===== src/design/pru_pkg.sv =====
// ----------------------------------------------------------------------------
// pru_pkg
// Shared types and constants for the pixel replicating upscaler.
// ----------------------------------------------------------------------------
package pru_pkg;

    // configuration register map
    localparam int CFG_IDX_W  = 1;
    localparam int CFG_DATA_W = 11;
    localparam logic [CFG_IDX_W-1:0] CFG_SCALE = 1'd0;
    localparam logic [CFG_IDX_W-1:0] CFG_WIDTH = 1'd1;

    // register widths and limits
    localparam int SCALE_W = 7;
    localparam int WIDTH_W = 11;
    localparam int PAD_W   = 2;
    localparam logic [SCALE_W-1:0] SCALE_LIMIT = 7'd100;
    localparam logic [7:0] PAD_BYTE = 8'h00;
    localparam int ROW_ALIGN = 4;

    // default line buffer depth
    localparam int MAX_WIDTH_DEF = 1024;

    // pixel word
    localparam int PIX_W = 24;

    // request and item kind codes
    localparam logic REQ_WRITE  = 1'b0;
    localparam logic REQ_PULL   = 1'b1;
    localparam logic KIND_PIXEL = 1'b0;
    localparam logic KIND_PAD   = 1'b1;

    // input request payload
    typedef struct packed {
        logic       req_type;
        logic [7:0] in_blue;
        logic [7:0] in_green;
        logic [7:0] in_red;
    } t_in_req;

    // result payload
    typedef struct packed {
        logic       accepted;
        logic       out_valid;
        logic       out_kind;
        logic [7:0] out_blue;
        logic [7:0] out_green;
        logic [7:0] out_red;
        logic       row_end;
        logic       group_end;
    } t_out_rsp;

    // control fields of one result, colors come later from the buffer
    typedef struct packed {
        logic accepted;
        logic out_valid;
        logic out_kind;
        logic row_end;
        logic group_end;
        logic use_ram;
    } t_meta;

endpackage


===== src/design/pru_ctrl.sv =====
// ----------------------------------------------------------------------------
// pru_ctrl
// Configuration registers, fill and readout counters, line buffer access.
// ----------------------------------------------------------------------------
module pru_ctrl
    import pru_pkg::*;
#(
    parameter int MAX_WIDTH = MAX_WIDTH_DEF
) (
    input  logic                                          i_clk,
    input  logic                                          i_rst_n,
    input  logic                                          i_cfg_we,
    input  logic [CFG_IDX_W-1:0]                          i_cfg_idx,
    input  logic [CFG_DATA_W-1:0]                         i_cfg_data,
    input  logic                                          i_acc,
    input  logic                                          i_req_type,
    output t_meta                                         o_meta,
    output logic                                          o_we,
    output logic [((MAX_WIDTH > 1) ? $clog2(MAX_WIDTH) : 1)-1:0] o_waddr,
    output logic                                          o_re,
    output logic [((MAX_WIDTH > 1) ? $clog2(MAX_WIDTH) : 1)-1:0] o_raddr
);

    localparam int AW = (MAX_WIDTH > 1) ? $clog2(MAX_WIDTH) : 1;
    localparam int XW = (AW > WIDTH_W) ? AW : WIDTH_W;

    logic [SCALE_W-1:0] r_scale;
    logic [WIDTH_W-1:0] r_width;

    logic [WIDTH_W-1:0] r_fill_count, n_fill_count;
    logic               r_line_ready, n_line_ready;
    logic [WIDTH_W-1:0] r_read_index, n_read_index;
    logic [SCALE_W-1:0] r_col_rep, n_col_rep;
    logic [SCALE_W-1:0] r_row_rep, n_row_rep;
    logic [PAD_W-1:0]   r_pad_sent, n_pad_sent;
    logic               r_in_pad, n_in_pad;

    logic [SCALE_W-1:0] eff_scale;
    logic [WIDTH_W-1:0] eff_width;
    logic [PAD_W-1:0]   pad;
    logic [3:0]         pad_prod;
    logic [WIDTH_W:0]   fill_nx;
    logic [WIDTH_W:0]   rd_nx;
    logic [SCALE_W:0]   col_nx;
    logic [SCALE_W:0]   row_nx;
    logic [PAD_W:0]     pad_nx;
    logic               row_done;
    logic [XW-1:0]      waddr_x;
    logic [XW-1:0]      raddr_x;

    // configuration writes
    always_ff @(posedge i_clk) begin
        if (!i_rst_n) begin
            r_scale <= SCALE_W'(1);
            r_width <= WIDTH_W'(1);
        end else if (i_cfg_we) begin
            unique case (i_cfg_idx)
                CFG_SCALE: r_scale <= i_cfg_data[SCALE_W-1:0];
                CFG_WIDTH: r_width <= i_cfg_data[WIDTH_W-1:0];
                default:   r_scale <= r_scale;
            endcase
        end
    end

    // clamp registers into their working range
    always_comb begin
        if (r_scale == '0) begin
            eff_scale = SCALE_W'(1);
        end else if (r_scale > SCALE_LIMIT) begin
            eff_scale = SCALE_LIMIT;
        end else begin
            eff_scale = r_scale;
        end
        if (r_width == '0) begin
            eff_width = WIDTH_W'(1);
        end else if (32'(r_width) > 32'(MAX_WIDTH)) begin
            eff_width = WIDTH_W'(MAX_WIDTH);
        end else begin
            eff_width = r_width;
        end
    end

    // row padding, only the low two bits of the product matter
    assign pad_prod = eff_scale[1:0] * eff_width[1:0];
    assign pad      = pad_prod[PAD_W-1:0];

    assign fill_nx = {1'b0, r_fill_count} + 1'b1;
    assign rd_nx   = {1'b0, r_read_index} + 1'b1;
    assign col_nx  = {1'b0, r_col_rep} + 1'b1;
    assign row_nx  = {1'b0, r_row_rep} + 1'b1;
    assign pad_nx  = {1'b0, r_pad_sent} + 1'b1;

    // next state for one accepted request
    always_comb begin
        n_fill_count = r_fill_count;
        n_line_ready = r_line_ready;
        n_read_index = r_read_index;
        n_col_rep    = r_col_rep;
        n_row_rep    = r_row_rep;
        n_pad_sent   = r_pad_sent;
        n_in_pad     = r_in_pad;
        o_meta       = '0;
        o_we         = 1'b0;
        o_re         = 1'b0;
        row_done     = 1'b0;

        if (i_acc) begin
            if (i_req_type == REQ_WRITE) begin
                if (!r_line_ready) begin
                    if (r_fill_count >= eff_width) begin
                        // width lowered during fill: drop pixel, start output
                        n_line_ready = 1'b1;
                        n_read_index = '0;
                        n_col_rep    = '0;
                        n_row_rep    = '0;
                        n_pad_sent   = '0;
                        n_in_pad     = 1'b0;
                    end else begin
                        o_we            = 1'b1;
                        o_meta.accepted = 1'b1;
                        n_fill_count    = fill_nx[WIDTH_W-1:0];
                        if (fill_nx >= {1'b0, eff_width}) begin
                            n_line_ready = 1'b1;
                            n_read_index = '0;
                            n_col_rep    = '0;
                            n_row_rep    = '0;
                            n_pad_sent   = '0;
                            n_in_pad     = 1'b0;
                        end
                    end
                end
            end else if (r_line_ready) begin
                o_meta.out_valid = 1'b1;
                if (!r_in_pad) begin
                    // pixel phase: read the buffer, step column counters
                    o_re           = 1'b1;
                    o_meta.use_ram = 1'b1;
                    o_meta.out_kind = KIND_PIXEL;
                    if (col_nx >= {1'b0, eff_scale}) begin
                        n_col_rep = '0;
                        if (rd_nx >= {1'b0, eff_width}) begin
                            n_read_index = '0;
                            if (pad != '0) begin
                                n_in_pad = 1'b1;
                            end else begin
                                row_done = 1'b1;
                            end
                        end else begin
                            n_read_index = rd_nx[WIDTH_W-1:0];
                        end
                    end else begin
                        n_col_rep = col_nx[SCALE_W-1:0];
                    end
                end else begin
                    // padding phase
                    o_meta.out_kind = KIND_PAD;
                    if (pad_nx >= {1'b0, pad}) begin
                        n_pad_sent = '0;
                        n_in_pad   = 1'b0;
                        row_done   = 1'b1;
                    end else begin
                        n_pad_sent = pad_nx[PAD_W-1:0];
                    end
                end

                // end of row, and end of the repeated row group
                if (row_done) begin
                    o_meta.row_end = 1'b1;
                    if (row_nx >= {1'b0, eff_scale}) begin
                        o_meta.group_end = 1'b1;
                        n_row_rep    = '0;
                        n_line_ready = 1'b0;
                        n_fill_count = '0;
                        n_read_index = '0;
                        n_col_rep    = '0;
                        n_pad_sent   = '0;
                        n_in_pad     = 1'b0;
                    end else begin
                        n_row_rep = row_nx[SCALE_W-1:0];
                    end
                end
            end
        end
    end

    // control state registers
    always_ff @(posedge i_clk) begin
        if (!i_rst_n) begin
            r_fill_count <= '0;
            r_line_ready <= 1'b0;
            r_read_index <= '0;
            r_col_rep    <= '0;
            r_row_rep    <= '0;
            r_pad_sent   <= '0;
            r_in_pad     <= 1'b0;
        end else begin
            r_fill_count <= n_fill_count;
            r_line_ready <= n_line_ready;
            r_read_index <= n_read_index;
            r_col_rep    <= n_col_rep;
            r_row_rep    <= n_row_rep;
            r_pad_sent   <= n_pad_sent;
            r_in_pad     <= n_in_pad;
        end
    end

    // buffer addresses, counters stay below the buffer depth when used
    assign waddr_x = XW'(r_fill_count);
    assign raddr_x = XW'(r_read_index);
    assign o_waddr = waddr_x[AW-1:0];
    assign o_raddr = raddr_x[AW-1:0];

endmodule


===== config.mk =====
export PLATFORM = sky130hd
export DESIGN_NAME = pru_ctrl
export DESIGN_NICKNAME = d
export VERILOG_FILES = /design/src/design/pru_pkg.sv /design/src/design/pru_ctrl.sv
export SDC_FILE = /design/constraint.sdc
export NUM_CORES = 1
export LEC_CHECK = 0
export BUFFER_PORTS_ARGS = -buffer_cell sky130_fd_sc_hd__buf_2
export CORE_MARGIN = 10
export CORE_UTILIZATION = 30
export CTS_BUF_LIST = sky130_fd_sc_hd__clkbuf_8
export CTS_CLUSTER_SIZE = 10
export DETAILED_ROUTE_END_ITERATION = 6
export HOLD_SLACK_MARGIN = 0.12
export PLACE_DENSITY = 0.44
export SETUP_SLACK_MARGIN = 0.15
export SYNTH_ARGS = -nofsm -noshare
export SYNTH_HDL_FRONTEND = slang
export SYNTH_SLANG_ARGS = --single-unit

===== constraint.sdc =====
create_clock -name i_clk -period 10.92 [get_ports i_clk]
set_clock_uncertainty 0.2 [all_clocks]
set_input_delay 1.638 -clock i_clk [delete_from_list [all_inputs] [get_ports i_clk]]
set_output_delay 1.638 -clock i_clk [all_outputs]
set_load 0.1 [all_outputs]

==> flow_summary.json <==
{
  "leakagePower_nw": 2.12,
  "synth_nets": 648,
  "slew_headroom_pct": 36.3,
  "gp_congestion": 0.798,
  "synth_mux_area_share_pct": 4.41,
  "yosysSeqAreaShare_pct": 24.3,
  "antenna_found_initial": 0,
  "port-buffer-count": 44,
  "crit_path_start_kind": "flop",
  "path_cells": "nor4_1, nand2_1, nor2_1, o21ai_0, nor2_1, xor2_1, fa_1, o31ai_1, nand2_1, o211ai_1, nand3_1, nor2b_1, nor2b_1, buf_2",
  "postSynthAreaPerCell_sq_um": 8.31,
  "io_pins": 45,
  "fmax_mhz": 169,
  "synthTopCellsByCount": "nand2_1 (90), dfxtp_1 (58), ha_1 (56)",
  "synth-edff-count": 0,
  "yosys.area_share.adder_pct": 15.1,
  "ys_ff_latch": 58,
  "core_area_sq_um": 15700,
  "synth_area_sq_um": 4770,
  "status": "completed",
  "synth-xor-area-share_pct": 5.32,
  "grt_usage_pct": 12.7,
  "die_x_um": 146,
  "antenna_cells": 0,
  "slowest_stage": "fa_1",
  "root_buffer": "clkbuf_8",
  "holdPathStages": 2,
  "dpl.hpwl_mm": 10.4,
  "hold_buffers": 0,
  "cts_tree": "built",
  "netlist_instances": 574,
  "clkSinkCount": 58,
  "end_kind": "output port",
  "hold_viol": 0,
  "grt_max_degree": 33,
  "start_util_pct": 30.4,
  "synth_compound_area_share_pct": 21.9,
  "nNetsFinal": 658,
  "synth_cell_types": 67,
  "synthSimpleGateAreaFrac_pct": 21.3,
  "drt_iter0_markers": 177,
  "power_per_cell_area_nw_per_um2": 107,
  "clk_latency_ps": 370,
  "wl_mm": 13.4,
  "nFillCells": 1674,
  "wl_per_cell_um": 16.7,
  "area_growth_pct": 7.74,
  "rows": 46,
  "grt_first_pass_wirelength_mm": 22.0,
  "antenna_left": 0,
  "synthArstFlopShare_pct": 0,
  "cp_slowest_stage_delay_ps": 450,
  "drc_errors": 0,
  "critPathMaxFanout": 5,
  "synth.area.top_cells": "dfxtp_1 (24%), ha_1 (15%), nand2_1 (7.1%)",
  "slew_violations": 0,
  "die-area_sq_um": 21300,
  "synth_most_common_cell": "nand2_1",
  "fin_crit_sh_pct": 54.3,
  "holdCritPathClass": "flop to flop",
  "layout-drive-gt1-share_pct": 16.1,
  "ir_drop_mv": 0.0470,
  "synth_top_family_by_area": "compound AO/OA/AOI/OAI gates",
  "post_cts_resized": 0,
  "cp.arrival_ps": 4100,
  "r2r_cells": 12,
  "first_pass_iters": 4,
  "grt_setup_unrepaired": "false",
  "synth_top_area_share_pct": 24.3,
  "viasPerCell": 5.17,
  "post-cts-setup-buffers": 0,
  "synth_top_area_cell": "dfxtp_1",
  "setup.worst_path.class": "flop to output port",
  "ys.flop_type": "dfxtp_1",
  "fp.dieH_um": 146,
  "vias": 4162,
  "finalSetupTns_ps": 0,
  "grt_pass1_vias": 4112,
  "whs_ps": 276,
  "synth_warnings": 0,
  "cts.htree.levels": 3,
  "clk_transition_reported_paths_ps": 70,
  "max_cap_viol_count": 0,
  "fin_crit_ps": 5930,
  "cp.required_ps": 9080,
  "cts_buffers": 9,
  "tightest_slew_ps": 950,
  "clock_path_buffers": 2,
  "setup_viol": 0,
  "overflow": 0
}
==> where the power goes <==
group / leakage, nW / internal (mW) / switching, mW / total [mW]
Combinational: 1.56 / 0.0396 / 0.0948 / 0.134
Sequential: 0.470 / 0.216 / 0.00794 / 0.224
Clock: 0.0847 / 0.0883 / 0.103 / 0.191
==> metrics by stage <==
stage | instances | power (mW) | area [sq um] | setup slack, ps | utilization (%)
after global routing | 805 | 0.583 | 5140 | 4540 | 32.7
final | 805 | 0.550 | 5140 | 4990 | 32.7
after floorplan | 574 | 0.333 | 4770 | 5050 | -
after CTS | 805 | 0.561 | 5140 | 4930 | 32.7
after global placement | 789 | 0.364 | 4960 | 5400 | 31.6
after detailed placement | 789 | 0.365 | 4960 | 5360 | 31.6
==> layout by cell type, fill, tap and decap left out, types with 6 or more instances in the layout <==
master    Yosys  routed
nand2_1      90      90
nor2_1       35      35
a31oi_1       6       6
a21oi_1      34      34
inv_1        15      15
xnor2_1      18      18
nand3_1      23      23
o21ai_1      15      15
nand4_1      19      19
nor2b_1       9       9
o21ai_0      15      15
dfxtp_1      58      58
a21oi_2      10      10
o31ai_1       8       8
xor2_1       11      11
ha_1         56      56
mux2i_1      21      21
nor3_1        6       6
and3_1        7       7
clkbuf_8      0      10
buf_2         3      44
==> cell families after synthesis <==
kind of cell	count (synthesis)
simple gates	210
compound gates	137
buf+inv	62
flops	58
fa+ha+maj	57
xor+xnor	29
mux	21
==> final timing paths <==
kind	start	to	slack, ps
max	r_width[6]$_SDFFE_PN0P_	o_meta[1]	4990
min	r_width[6]$_SDFFE_PN0P_	r_width[6]$_SDFFE_PN0P_	280
max reg2reg	r_width[6]$_SDFFE_PN0P_	r_fill_count[4]$_SDFFE_PN0P_	6610
min reg2reg	r_width[6]$_SDFFE_PN0P_	r_width[6]$_SDFFE_PN0P_	280
==> critical path, delay by kind of cell (launching register included) <==
kind | cells | cell delay [ps]
AND/OR/NAND/NOR | 8 | 1640
XOR/XNOR | 1 | 190
buffers and inverters | 1 | 450
flip-flops | 1 | 320
AO/OA/AOI/OAI | 3 | 670
adder cells (fa/ha/maj) | 1 | 450
==> area by class of cell <==
| cell class | instances | area (sq um) | share of cell area, % |
|---|---|---|---|
| Multi-Input combinational cell | 454 | 3250 | 63.1 |
| Sequential cell | 58 | 1160 | 22.6 |
| Tap cell | 216 | 270 | 5.26 |
| Timing Repair Buffer | 44 | 220 | 4.28 |
| Clock buffer | 10 | 138 | 2.68 |
| Inverter | 17 | 63.8 | 1.24 |
| Clock inverter | 6 | 41.3 | 0.803 |
==> routing by layer <==
metal	global-route usage, %	routed length [um]	part of all wire [%]	vias to the layer above
met4	3.60	214	1.6	0
met1	15.5	6160	46	1995
met3	3.37	497	3.7	14
met5	0	0	0	-
met2	21.3	6550	49	67
li1	-	-	-	2086
==> sequential cells by signal, summed over array words and instances (netlist names) <==
| signal | cells |
|---|---|
| r_col_rep | 7 |
| r_fill_count | 11 |
| r_in_pad | 1 |
| r_line_ready | 1 |
| r_pad_sent | 2 |
| r_read_index | 11 |
| r_row_rep | 7 |
| r_scale | 7 |
| r_width | 11 |
Power figures use the tool's default switching activity.
