### src/design/pru_pkg.sv
// ----------------------------------------------------------------------------
// pru_pkg
// Shared types and constants for the pixel replicating upscaler.
// ----------------------------------------------------------------------------
package pru_pkg;

    // configuration register map
    localparam int CFG_IDX_W  = 1;
    localparam int CFG_DATA_W = 11;
    localparam logic [CFG_IDX_W-1:0] CFG_SCALE = 1'd0;
    localparam logic [CFG_IDX_W-1:0] CFG_WIDTH = 1'd1;

    // register widths and limits
    localparam int SCALE_W = 7;
    localparam int WIDTH_W = 11;
    localparam int PAD_W   = 2;
    localparam logic [SCALE_W-1:0] SCALE_LIMIT = 7'd100;
    localparam logic [7:0] PAD_BYTE = 8'h00;
    localparam int ROW_ALIGN = 4;

    // default line buffer depth
    localparam int MAX_WIDTH_DEF = 1024;

    // pixel word
    localparam int PIX_W = 24;

    // request and item kind codes
    localparam logic REQ_WRITE  = 1'b0;
    localparam logic REQ_PULL   = 1'b1;
    localparam logic KIND_PIXEL = 1'b0;
    localparam logic KIND_PAD   = 1'b1;

    // input request payload
    typedef struct packed {
        logic       req_type;
        logic [7:0] in_blue;
        logic [7:0] in_green;
        logic [7:0] in_red;
    } t_in_req;

    // result payload
    typedef struct packed {
        logic       accepted;
        logic       out_valid;
        logic       out_kind;
        logic [7:0] out_blue;
        logic [7:0] out_green;
        logic [7:0] out_red;
        logic       row_end;
        logic       group_end;
    } t_out_rsp;

    // control fields of one result, colors come later from the buffer
    typedef struct packed {
        logic accepted;
        logic out_valid;
        logic out_kind;
        logic row_end;
        logic group_end;
        logic use_ram;
    } t_meta;

endpackage

### src/design/pru_out.sv
// ----------------------------------------------------------------------------
// pru_out
// Two result stages: buffer read stage and output register with handshake.
// ----------------------------------------------------------------------------
module pru_out
    import pru_pkg::*;
(
    input  logic             i_clk,
    input  logic             i_rst_n,
    input  logic             i_acc,
    input  t_meta            i_meta,
    input  logic [PIX_W-1:0] i_rdata,
    output logic             o_busy,
    output logic             o_valid,
    input  logic             i_stall,
    output t_out_rsp         o_rsp
);

    logic     r_s1_valid;
    t_meta    r_s1_meta;
    logic     r_out_valid;
    t_out_rsp r_out;
    logic     s1_adv;
    t_out_rsp n_out;

    // stage one moves on when the output register is free or being taken
    assign s1_adv = r_s1_valid && (!r_out_valid || !i_stall);
    assign o_busy = r_s1_valid && !s1_adv;

    // assemble the result from control fields and buffer data
    always_comb begin
        n_out           = '0;
        n_out.accepted  = r_s1_meta.accepted;
        n_out.out_valid = r_s1_meta.out_valid;
        n_out.out_kind  = r_s1_meta.out_kind;
        n_out.row_end   = r_s1_meta.row_end;
        n_out.group_end = r_s1_meta.group_end;
        if (r_s1_meta.use_ram) begin
            n_out.out_blue  = i_rdata[7:0];
            n_out.out_green = i_rdata[15:8];
            n_out.out_red   = i_rdata[23:16];
        end else begin
            n_out.out_blue  = PAD_BYTE;
            n_out.out_green = PAD_BYTE;
            n_out.out_red   = PAD_BYTE;
        end
    end

    // stage valid flags
    always_ff @(posedge i_clk) begin
        if (!i_rst_n) begin
            r_s1_valid  <= 1'b0;
            r_out_valid <= 1'b0;
        end else begin
            r_s1_valid <= i_acc || (r_s1_valid && !s1_adv);
            if (s1_adv) begin
                r_out_valid <= 1'b1;
            end else if (!i_stall) begin
                r_out_valid <= 1'b0;
            end
        end
    end

    // stage payloads
    always_ff @(posedge i_clk) begin
        if (i_acc) begin
            r_s1_meta <= i_meta;
        end
        if (s1_adv) begin
            r_out <= n_out;
        end
    end

    assign o_valid = r_out_valid;
    assign o_rsp   = r_out;

endmodule

### config.mk
export PLATFORM = sky130hd
export DESIGN_NAME = pru_out
export DESIGN_NICKNAME = d
export VERILOG_FILES = /design/src/design/pru_pkg.sv /design/src/design/pru_out.sv
export SDC_FILE = /design/constraint.sdc
export NUM_CORES = 1
export LEC_CHECK = 0
export ABC_AREA = 1
export BUFFER_PORTS_ARGS = -buffer_cell sky130_fd_sc_hd__buf_2
export CELL_PAD_IN_SITES_DETAIL_PLACEMENT = 1
export CELL_PAD_IN_SITES_GLOBAL_PLACEMENT = 1
export CORE_ASPECT_RATIO = 0.9
export CORE_MARGIN = 5
export CORE_UTILIZATION = 37
export DETAILED_ROUTE_END_ITERATION = 7
export PLACE_DENSITY_LB_ADDON = 0.1
export SETUP_SLACK_MARGIN = 0.15
export SLEW_MARGIN = 20
export SYNTH_ARGS = -nofsm -noshare
export SYNTH_HDL_FRONTEND = slang
export SYNTH_SLANG_ARGS = --single-unit
### constraint.sdc
create_clock -name i_clk -period 4.5 [get_ports i_clk]
set_clock_uncertainty 0.1 [all_clocks]
set_input_delay 0.9 -clock i_clk [delete_from_list [all_inputs] [get_ports i_clk]]
set_output_delay 0.9 -clock i_clk [all_outputs]
set_load 0.02 [all_outputs]
==> metrics.txt, run 1 <==
period utilisation layout 52.4%; cts repair resizes 0; Final WS setup around 2.1 ns; WL final approximately 2.7 mm; nets@finish slightly below 200; status finished clean; All-Layer GR Usage roughly an eighth; Initial DRC Count 29; CP Buf/Inv Count 3; # DRC 0; Max-Cap Viols 0; Placed Instance Area around 1700 um2; n_diodes 0; DR WL/cell roughly 13 um; Mean Syn Cell Area about 14 um2; Critical Path RT ~3.5 ns; #FFs+latches synth 37; TritonCTS buffer count 5; drt pass-1 iters 2; Clk pin slew, worst setup/hold paths ~0.07 ns; Setup crit end kind output pin; Worst-Margin Slew ~0.89 ns; clk_lat worst skew about 0.27 ns; gr busiest metal met2; post-synthesis cell type count 7; commonest non-fill, non-tap cells in the layout buf_2, edfxtp_1, inv_1; largest net degree at the start of global routing 30; GR Util met2 about 22%; row cnt 20; fin crit period between 2 and 2.5 ns; Crit path top cell by count buf_2; Sequential cell area between 1000 and 1500 um2; multi-input logic area roughly 130 um2; fraction of layout cells with a size suffix above 1 42.8%; PortBufs 64; grt total ovfl 0; unrepaired setup endpoints after global routing no; critical path type input pin to output pin; crit path max fanout 3; Ys Warns 0; CTS H-tree depth 2; CP max-delay cell buf_2; most common cell after layout, fill and taps aside buf_2; Critical Path AT 1.36 ns; Initial Util approximately two fifths; Die X-Extent around 73 um; Power per Cell Area between 300 and 400 nW/um2; CTS Sinks 37; # Post-CTS Setup Buffers 0; met3 usage 5.73%; first-pass GRT wire length 4.16 mm; hold buffer count at cts 0; final hold viol count 0; drt via density between 4 and 5; fin util between 50% and 60%; vias between 800 and 900; register area share after synthesis between 80 and 90%; Rel. slew slack 40.9%; Post-Route Setup TNS 0 ns; worst vdd ir a little under 200 uV; total core area approximately 3400 um2; syn_nets 130; crit path cell chain buf_2, nand3_1, inv_1, buf_2; dpl hpwl 2.18 mm; Placed Cells incl. Taps approximately 200; f_max between 400 and 500 MHz; Antenna Nets Post-Route 0; CP Launch Type input pin; IO Count 65; root buf cell clkbuf_8; Largest stage delay, worst path around 0.15 ns; fillers 399; post-route cell area ~1800 um2; CTS tree done; vias in the first global route ~970; Post-Synthesis Cells between 90 and 100; fin. max-slew vios 0; Max Root-Sink Buffers 2; die footprint 4900 um2; cell family with most CP delay buffers and inverters; P&R area growth vs syn 34.1%; initial antenna violation count 0; RD Place Congestion a little over 0.7; final setup fails 0; Place WS 2.14 ns; mapped cell area 1330 um2; worst hold path class register to register; Leak roughly 0.93 nW; Non-Filler Instances 210; M1 GR Usage about 11%; Die Y-Extent around 67 um
==> where the power goes <==
part	switching, mW	leakage [nW]	internal (mW)
sequential	0.00964	0.354	0.400
combinational	0.0406	0.530	0.0242
clock	0.100	0.0455	0.125
total	0.150	0.930	0.549
==> final cells by class <==
class,instances,share of cell area (%)
clock buffers,8,5.04
inverters,28,5.88
multi-input cells,29,7.00
flip-flops and latches,37,61.1
well taps,44,3.08
repair buffers,64,17.9
==> path summary, 6_finish.rpt <==
kind | start | to | slack [ns] | depth (start not counted)
worst max register to register | r_s1_valid | o_rsp[4] | 2.92 | 2
worst min register to register | n_out[0] | o_rsp[0] | 0.32 | 0
worst max-delay path | i_stall | o_busy | 2.14 | 4
worst min-delay path | n_out[0] | o_rsp[0] | 0.32 | 0
==> kinds of logic after synthesis <==
kind of cell	after synthesis	share of synthesized area (%)
compound gates	3	1.13
buf+inv	30	9.58
flops	37	81.9
simple gates	26	7.42
==> Yosys cell counts (all sizes together) <==
library cell / n / area (um2)
edfxtp: 35 / 1050
nand3: 1 / 5.00
dfxtp: 2 / 40.0
inv: 28 / 105
a21oi: 3 / 15.0
nand2: 25 / 93.8
buf: 2 / 22.5
==> state kept, by name, indices dropped and copies added (netlist names) <==
signal,flops
n_out,5
o_rsp,29
o_valid,1
r_s1_meta,1
r_s1_valid,1
==> routing by layer <==
layer | up-vias | part of all wire [%] | wire length [um]
li1 | 436 | - | -
met1 | 421 | 34 | 921
met2 | 38 | 56 | 1520
met3 | 2 | 9.1 | 247
met4 | 0 | 0.52 | 14
met5 | - | 0 | 0
==> through the flow <==
| stage | hold WS, ns | power [mW] |
|---|---|---|
| finish | 0.321 | 0.699 |
| global route | 0.330 | 0.738 |
| CTS | 0.325 | 0.711 |
| detailed placement | 0.312 | 0.484 |
| global placement | 0.302 | 0.480 |
| floorplan | 0.300 | 0.451 |
Note: power is estimated with default switching activity, not from simulation.
==> run 2, diff against run 1 <==
Settings changed: ABC_AREA 1 to 0, CORE_UTILIZATION 37 to 35.
Clock period 4.5 ns to 2.3 ns, I/O delays scaled along.
==> run 2 against run 1 <==
Non-clock buffer count grew 1; clock-buffer cell count shrank 2; synthesized cell count shrank 29%; power grew 89%; sequential cell count is the same; combinational power grew 100%; die area grew 4.4%; worst hold slack lost 0.061 ns; highest routed layer is now met3.
==> metrics.txt, run 2 <==
vias in the first global route 822 (was 968); TritonCTS buffer count 5 (unchanged); Placed Instance Area 1700 um2 (about the same); Max Root-Sink Buffers 2 (unchanged); drt via density 4.26 (was 4.27); ys async rst share 0% (unchanged); All-Layer GR Usage 9.97% (was 11.7%); CTS H-tree depth 2 (unchanged); Critical Path RT 1.74 ns (was 3.50 ns); Mean Syn Cell Area 19.5 um2 (was 13.9 um2); period utilisation layout between 60% and 70%; clock share of power 29.8% (was 32.1%); CTS Sinks 37 (unchanged); R2R Setup Slk 0.98 ns (was 2.92 ns); post-route cell area 1780 um2 (was 1790 um2); DR WL/cell 13.4 um (was 12.9 um); CTS tree done (unchanged); PortBufs 64 (unchanged); WL final 2.47 mm (was 2.70 mm); Critical Path AT 1.04 ns (was 1.36 ns); most common cell after layout, fill and taps aside buf_2 (unchanged); CP max-delay cell dfxtp_1 (was buf_2); status finished clean (unchanged); nets@finish 172 (was 199); syn_nets 102 (was 130); fraction of layout cells with a size suffix above 1 65.9% (was 42.8%); commonest non-fill, non-tap cells in the layout buf_2, edfxtp_1, and2_2 (was buf_2, edfxtp_1, inv_1); Max-Cap Viols 0 (unchanged); first-pass GRT wire length 3.71 mm (was 4.16 mm); Leak 0.745 nW (was 0.930 nW); Setup crit end kind output pin (unchanged); top-count cell post-synth edfxtp_1 (unchanged); switching share of power 21.0% (was 21.5%); final setup fails 0 (unchanged); number of synthesized flops with an enable pin 35 (unchanged); Worst-Margin Slew 0.554 ns (was 0.885 ns); Synth Flop Type edfxtp_1 (unchanged); Internal 1.05 mW (was 549 uW); fin. max-slew vios 0 (unchanged); initial antenna violation count 0 (unchanged); worst hold path class input pin to register (was register to register); Largest register FFs 29 (unchanged); Yosys top cell by area edfxtp_1 (unchanged); Rel. slew slack 63.1% (was 40.9%); Post-Synthesis Cells 68 (was 96); largest net degree at the start of global routing 30 (unchanged); # Post-CTS Setup Buffers 0 (unchanged); crit path cell chain and3_4, buf_2 (was buf_2, nand3_1, inv_1, buf_2); unrepaired setup endpoints after global routing no (unchanged); # DRC 0 (unchanged); register area share after synthesis 82.3% (was 81.9%); IO Count 65 (unchanged); synth cell count leaders edfxtp_1, and2_2, and2_1 (was edfxtp_1, inv_1, nand2_1); row cnt 21 (was 20); Power per Cell Area 746 nW/um2 (was 391 nW/um2); CP Launch Type register (was input pin); vias 784 (was 897); Place WS 0.755 ns (was 2.14 ns); n_diodes 0 (unchanged); critical path type register to output pin (was input pin to output pin); Largest stage delay, worst path 0.41 ns (was 0.15 ns); crit path max fanout 4 (was 3); Final WS setup 0.696 ns (was 2.14 ns); Post-Route Setup TNS 0 ns (unchanged); fin util 48.3% (was 52.1%); fin crit period 1.60 ns; hold buffer count at cts 0 (unchanged); Die Y-Extent 68.4 um (was 66.9 um); Ys Warns 0 (unchanged); Yosys top cell area share 79.3% (was 78.9%); Clk pin slew, worst setup/hold paths 0.07 ns (about the same); clk_lat worst skew 0.27 ns (about the same); worst vdd ir 360 uV (was 197 uV); cts repair resizes 0 (unchanged); Antenna Nets Post-Route 0 (unchanged); Reg power frac 60.4% (was 58.6%); grt total ovfl 0 (unchanged); f_max about 620 MHz; drt pass-1 iters 2 (unchanged); final hold viol count 0 (unchanged); combinational power share 9.8% (was 9.3%); mapped cell area 1330 um2 (about the same); post-synthesis cell type count 10 (was 7); die footprint 5120 um2 (was 4900 um2); top cells by area, synth edfxtp_1, and2_2, dfxtp_1 (was edfxtp_1, inv_1, nand2_1); P&R area growth vs syn 34.0% (was 34.1%); Initial Util 36.0% (was 38.9%); RD Place Congestion 0.653 (was 0.727); Die X-Extent 74.9 um (was 73.3 um); total core area 3680 um2 (was 3430 um2); #FFs+latches synth 37 (unchanged); root buf cell clkbuf_8 (unchanged); Psw 278 uW (was 150 uW); Initial DRC Count 41 (was 29)
run 2: changes by cell type after synthesis, sizes merged:
cell    change
nand3       -1
o21a        +1
and2       +24
inv        -28
nand2      -25
a21oi       -2
and3        +1
a21boi      +1
nor2b       +1
run 2: power by group through the flow:
stage                     clock [mW]  combinational (mW)  sequential, mW
final                          0.394               0.130           0.800
after global routing           0.450               0.141           0.805
after CTS                      0.412               0.133           0.802
after detailed placement           0               0.133           0.816
after global placement             0               0.130           0.814
after floorplan                    0              0.0408           0.845
run 2: routing by layer:
layer  up-vias  routed length [um]  global-route usage (%)  part of all wire (%)
li1        379                   -                       -                     -
met1       364                 992                    12.1                    40
met2        41                1120                    15.2                    45
met3         0                 359                    5.29                    15
met4         0                   0                    3.33                     0
met5         -                   0                       0                     0
run 2: worst paths after layout:
path	cells past startpoint	end	from
worst min register to register	0	o_rsp[27]	n_out[27]
worst max register to register	2	o_rsp[0]	r_s1_valid
worst min-delay path	1	n_out[0]	i_meta[1]
worst max-delay path	2	o_busy	o_valid
run 2: area by class of cell:
class | count | area, um2
Sequential cell | 37 | 1090
Fill cell | 391 | 1900
Tap cell | 46 | 57.6
Clock buffer | 6 | 72.6
Timing Repair Buffer | 65 | 328
Clock inverter | 1 | 3.75
Multi-Input combinational cell | 29 | 223
run 2: metrics by stage:
step                      total power, mW  hold WS [ns]  cells
final                                1.32         0.261    184
after floorplan                     0.886         0.300     68
after detailed placement            0.949         0.319    177
after global placement              0.944         0.303    177
after CTS                            1.35         0.251    184
after global routing                 1.40         0.247    184
run 2: cells by family (layout without fill, tap and decap cells):
logic type,after synthesis,in the layout,share of synthesized area [%]
buffers and inverters,2,72,1.70
AO/OA/AOI/OAI,3,3,1.51
AND/OR/NAND/NOR,26,26,14.4
flip-flops,37,37,82.3
run 2: worst max-delay path: cells and delay by family (launching register included):
family	cells	cell delay (ns)
buf+inv	1	0.16
flops	1	0.41
simple gates	1	0.21
==> run 3, diff against run 2 <==
Clock period 2.3 ns to 1.5 ns, I/O delays scaled along.
==> run 3 against run 2 <==
Via count is 2.2% higher; worst hold slack got worse by 0.16 ns; cell count up 2.7%; clock power increased by 60%; sequential power grew 51%; combinational power grew 72%; core utilization is 1.6 points higher; critical endpoint unchanged; largest cell class unchanged.
==> metrics.txt, run 3 (synthesized netlist as in run 2, its figures left out) <==
period utilisation layout just under 90%; die footprint 5120 um2 (unchanged); Die X-Extent 74.9 um (unchanged); first-pass GRT wire length 3.49 mm (was 3.71 mm); initial antenna violation count 0 (unchanged); fraction of layout cells with a size suffix above 1 69.2% (was 65.9%); worst vdd ir 668 uV (was 360 uV); WL final 2.38 mm (was 2.47 mm); IO Count 65 (unchanged); f_max roughly 760 MHz; Max Root-Sink Buffers 2 (unchanged); Non-Filler Instances 189 (was 184); RR Endpoint o_rsp[8] (was o_rsp[0]); vias 801 (was 784); Rel. slew slack 88.0% (was 63.1%); Max-Cap Viols 0 (unchanged); total core area 3680 um2 (unchanged); most common cell after layout, fill and taps aside buf_2 (unchanged); R2R Setup Slk 0.24 ns (was 0.98 ns); root buf cell clkbuf_8 (unchanged); vias in the first global route 779 (was 822); Largest register FFs 29 (unchanged); critical path type register to output pin (unchanged); worst hold path class input pin to register (unchanged); Antenna Nets Post-Route 0 (unchanged); Critical Path AT 0.91 ns (was 1.04 ns); grt total ovfl 0 (unchanged); fin. max-slew vios 0 (unchanged); crit path max fanout 3 (was 4); Power per Cell Area 1130 nW/um2 (was 746 nW/um2); met3 usage 4.26% (was 5.29%); row cnt 21 (unchanged); crit path from o_valid (unchanged); CTS Sinks 37 (unchanged); M1 GR Usage 10.4% (was 12.1%); HP Start i_meta[0] (was i_meta[1]); All-Layer GR Usage 9.41% (was 9.97%); # DRC 0 (unchanged); Die Y-Extent 68.4 um (unchanged); drt pass-1 iters 3 (was 2); Leak 0.777 nW (was 0.745 nW); gr busiest metal met2 (unchanged); RD Place Congestion 0.662 (was 0.653); clk_lat worst skew 0.27 ns (about the same); final hold viol count 0 (unchanged); Clk pin slew, worst setup/hold paths 0.07 ns (about the same); Final WS setup 0.186 ns (was 0.696 ns); Initial Util 36.0% (unchanged); final setup fails 0 (unchanged); fin util 49.9% (was 48.3%); PortBufs 64 (unchanged); Setup crit end kind output pin (unchanged); P&R area growth vs syn 38.5% (was 34.0%); status finished clean (unchanged); hold depth 1 (unchanged); nets@finish 176 (was 172); worst hold margin 0.101 ns (was 0.261 ns); fillers 379 (was 391); Place WS 0.295 ns (was 0.755 ns); CTS H-tree depth 2 (unchanged); Critical Path RT 1.10 ns (was 1.74 ns); worst reg2reg path depth 3 (was 2); hold endpoint r_s1_meta[0] (was n_out[0]); hold buffer count at cts 0 (unchanged); GR Util met2 16.0% (was 15.2%); drt via density 4.24 (was 4.26); Worst-Margin Slew 0.180 ns (was 0.554 ns); DR WL/cell 12.6 um (was 13.4 um); fin crit period 1.31 ns; CTS tree done (unchanged); Initial DRC Count 71 (was 41); Placed Cells incl. Taps 178 (was 177); n_diodes 0 (unchanged); largest net degree at the start of global routing 30 (unchanged); commonest non-fill, non-tap cells in the layout buf_2, edfxtp_1, and2_2 (unchanged); CP Launch Type register (unchanged); TritonCTS buffer count 5 (unchanged); Reg2Reg Launch Point o_valid (was r_s1_valid); unrepaired setup endpoints after global routing yes (was no); Post-Route Setup TNS 0 ns (unchanged)
[run 3: cell type report]
| cell class | instances | area, um2 | share of cell area [%] |
|---|---|---|---|
| clock inverters | 2 | 10.0 | 0.545 |
| repair buffers | 69 | 377 | 20.5 |
| flip-flops and latches | 37 | 1100 | 59.7 |
| clock buffers | 6 | 72.6 | 3.95 |
| well taps | 46 | 57.6 | 3.14 |
| multi-input cells | 29 | 223 | 12.1 |
[run 3: what timing repair did]
item | in CTS | in global routing
endpoints found under the setup margin | 1 | 1
resized for setup | 2 | 1
buffers inserted | 2 | 1
[run 3: per-stage QoR]
step / area, um2 / total power, mW
floorplan: 1340 / 1.36
global placement: 1720 / 1.45
detailed placement: 1720 / 1.46
CTS: 1820 / 2.10
global route: 1840 / 2.17
finish: 1840 / 2.07
[run 3: how the worst max path moves through the flow]
stage | to | cells after the start
final | o_busy | 2
after CTS | o_busy | 2
after detailed placement | o_rsp[20] | 3
after global placement | o_rsp[20] | 3
after global routing | o_busy | 2
after floorplan | o_rsp[0] | 1
[run 3: worst max-delay path, stage by stage (launching register included)]
cell and delay [ns]:
dfxtp_4 0.35, and3_4 0.18, buf_6 0.11
[run 3: layer usage]
metal  up-vias  share of wire (%)
met3         2                 11
met4         0               0.55
met1       372                 35
met2        33                 54
li1        394                  -
met5         -                  0
[run 3: power by group]
part / internal, mW / switching [mW]
sequential: 1.20 / 0.0138
combinational: 0.102 / 0.121
clock: 0.321 / 0.308
total: 1.62 / 0.442
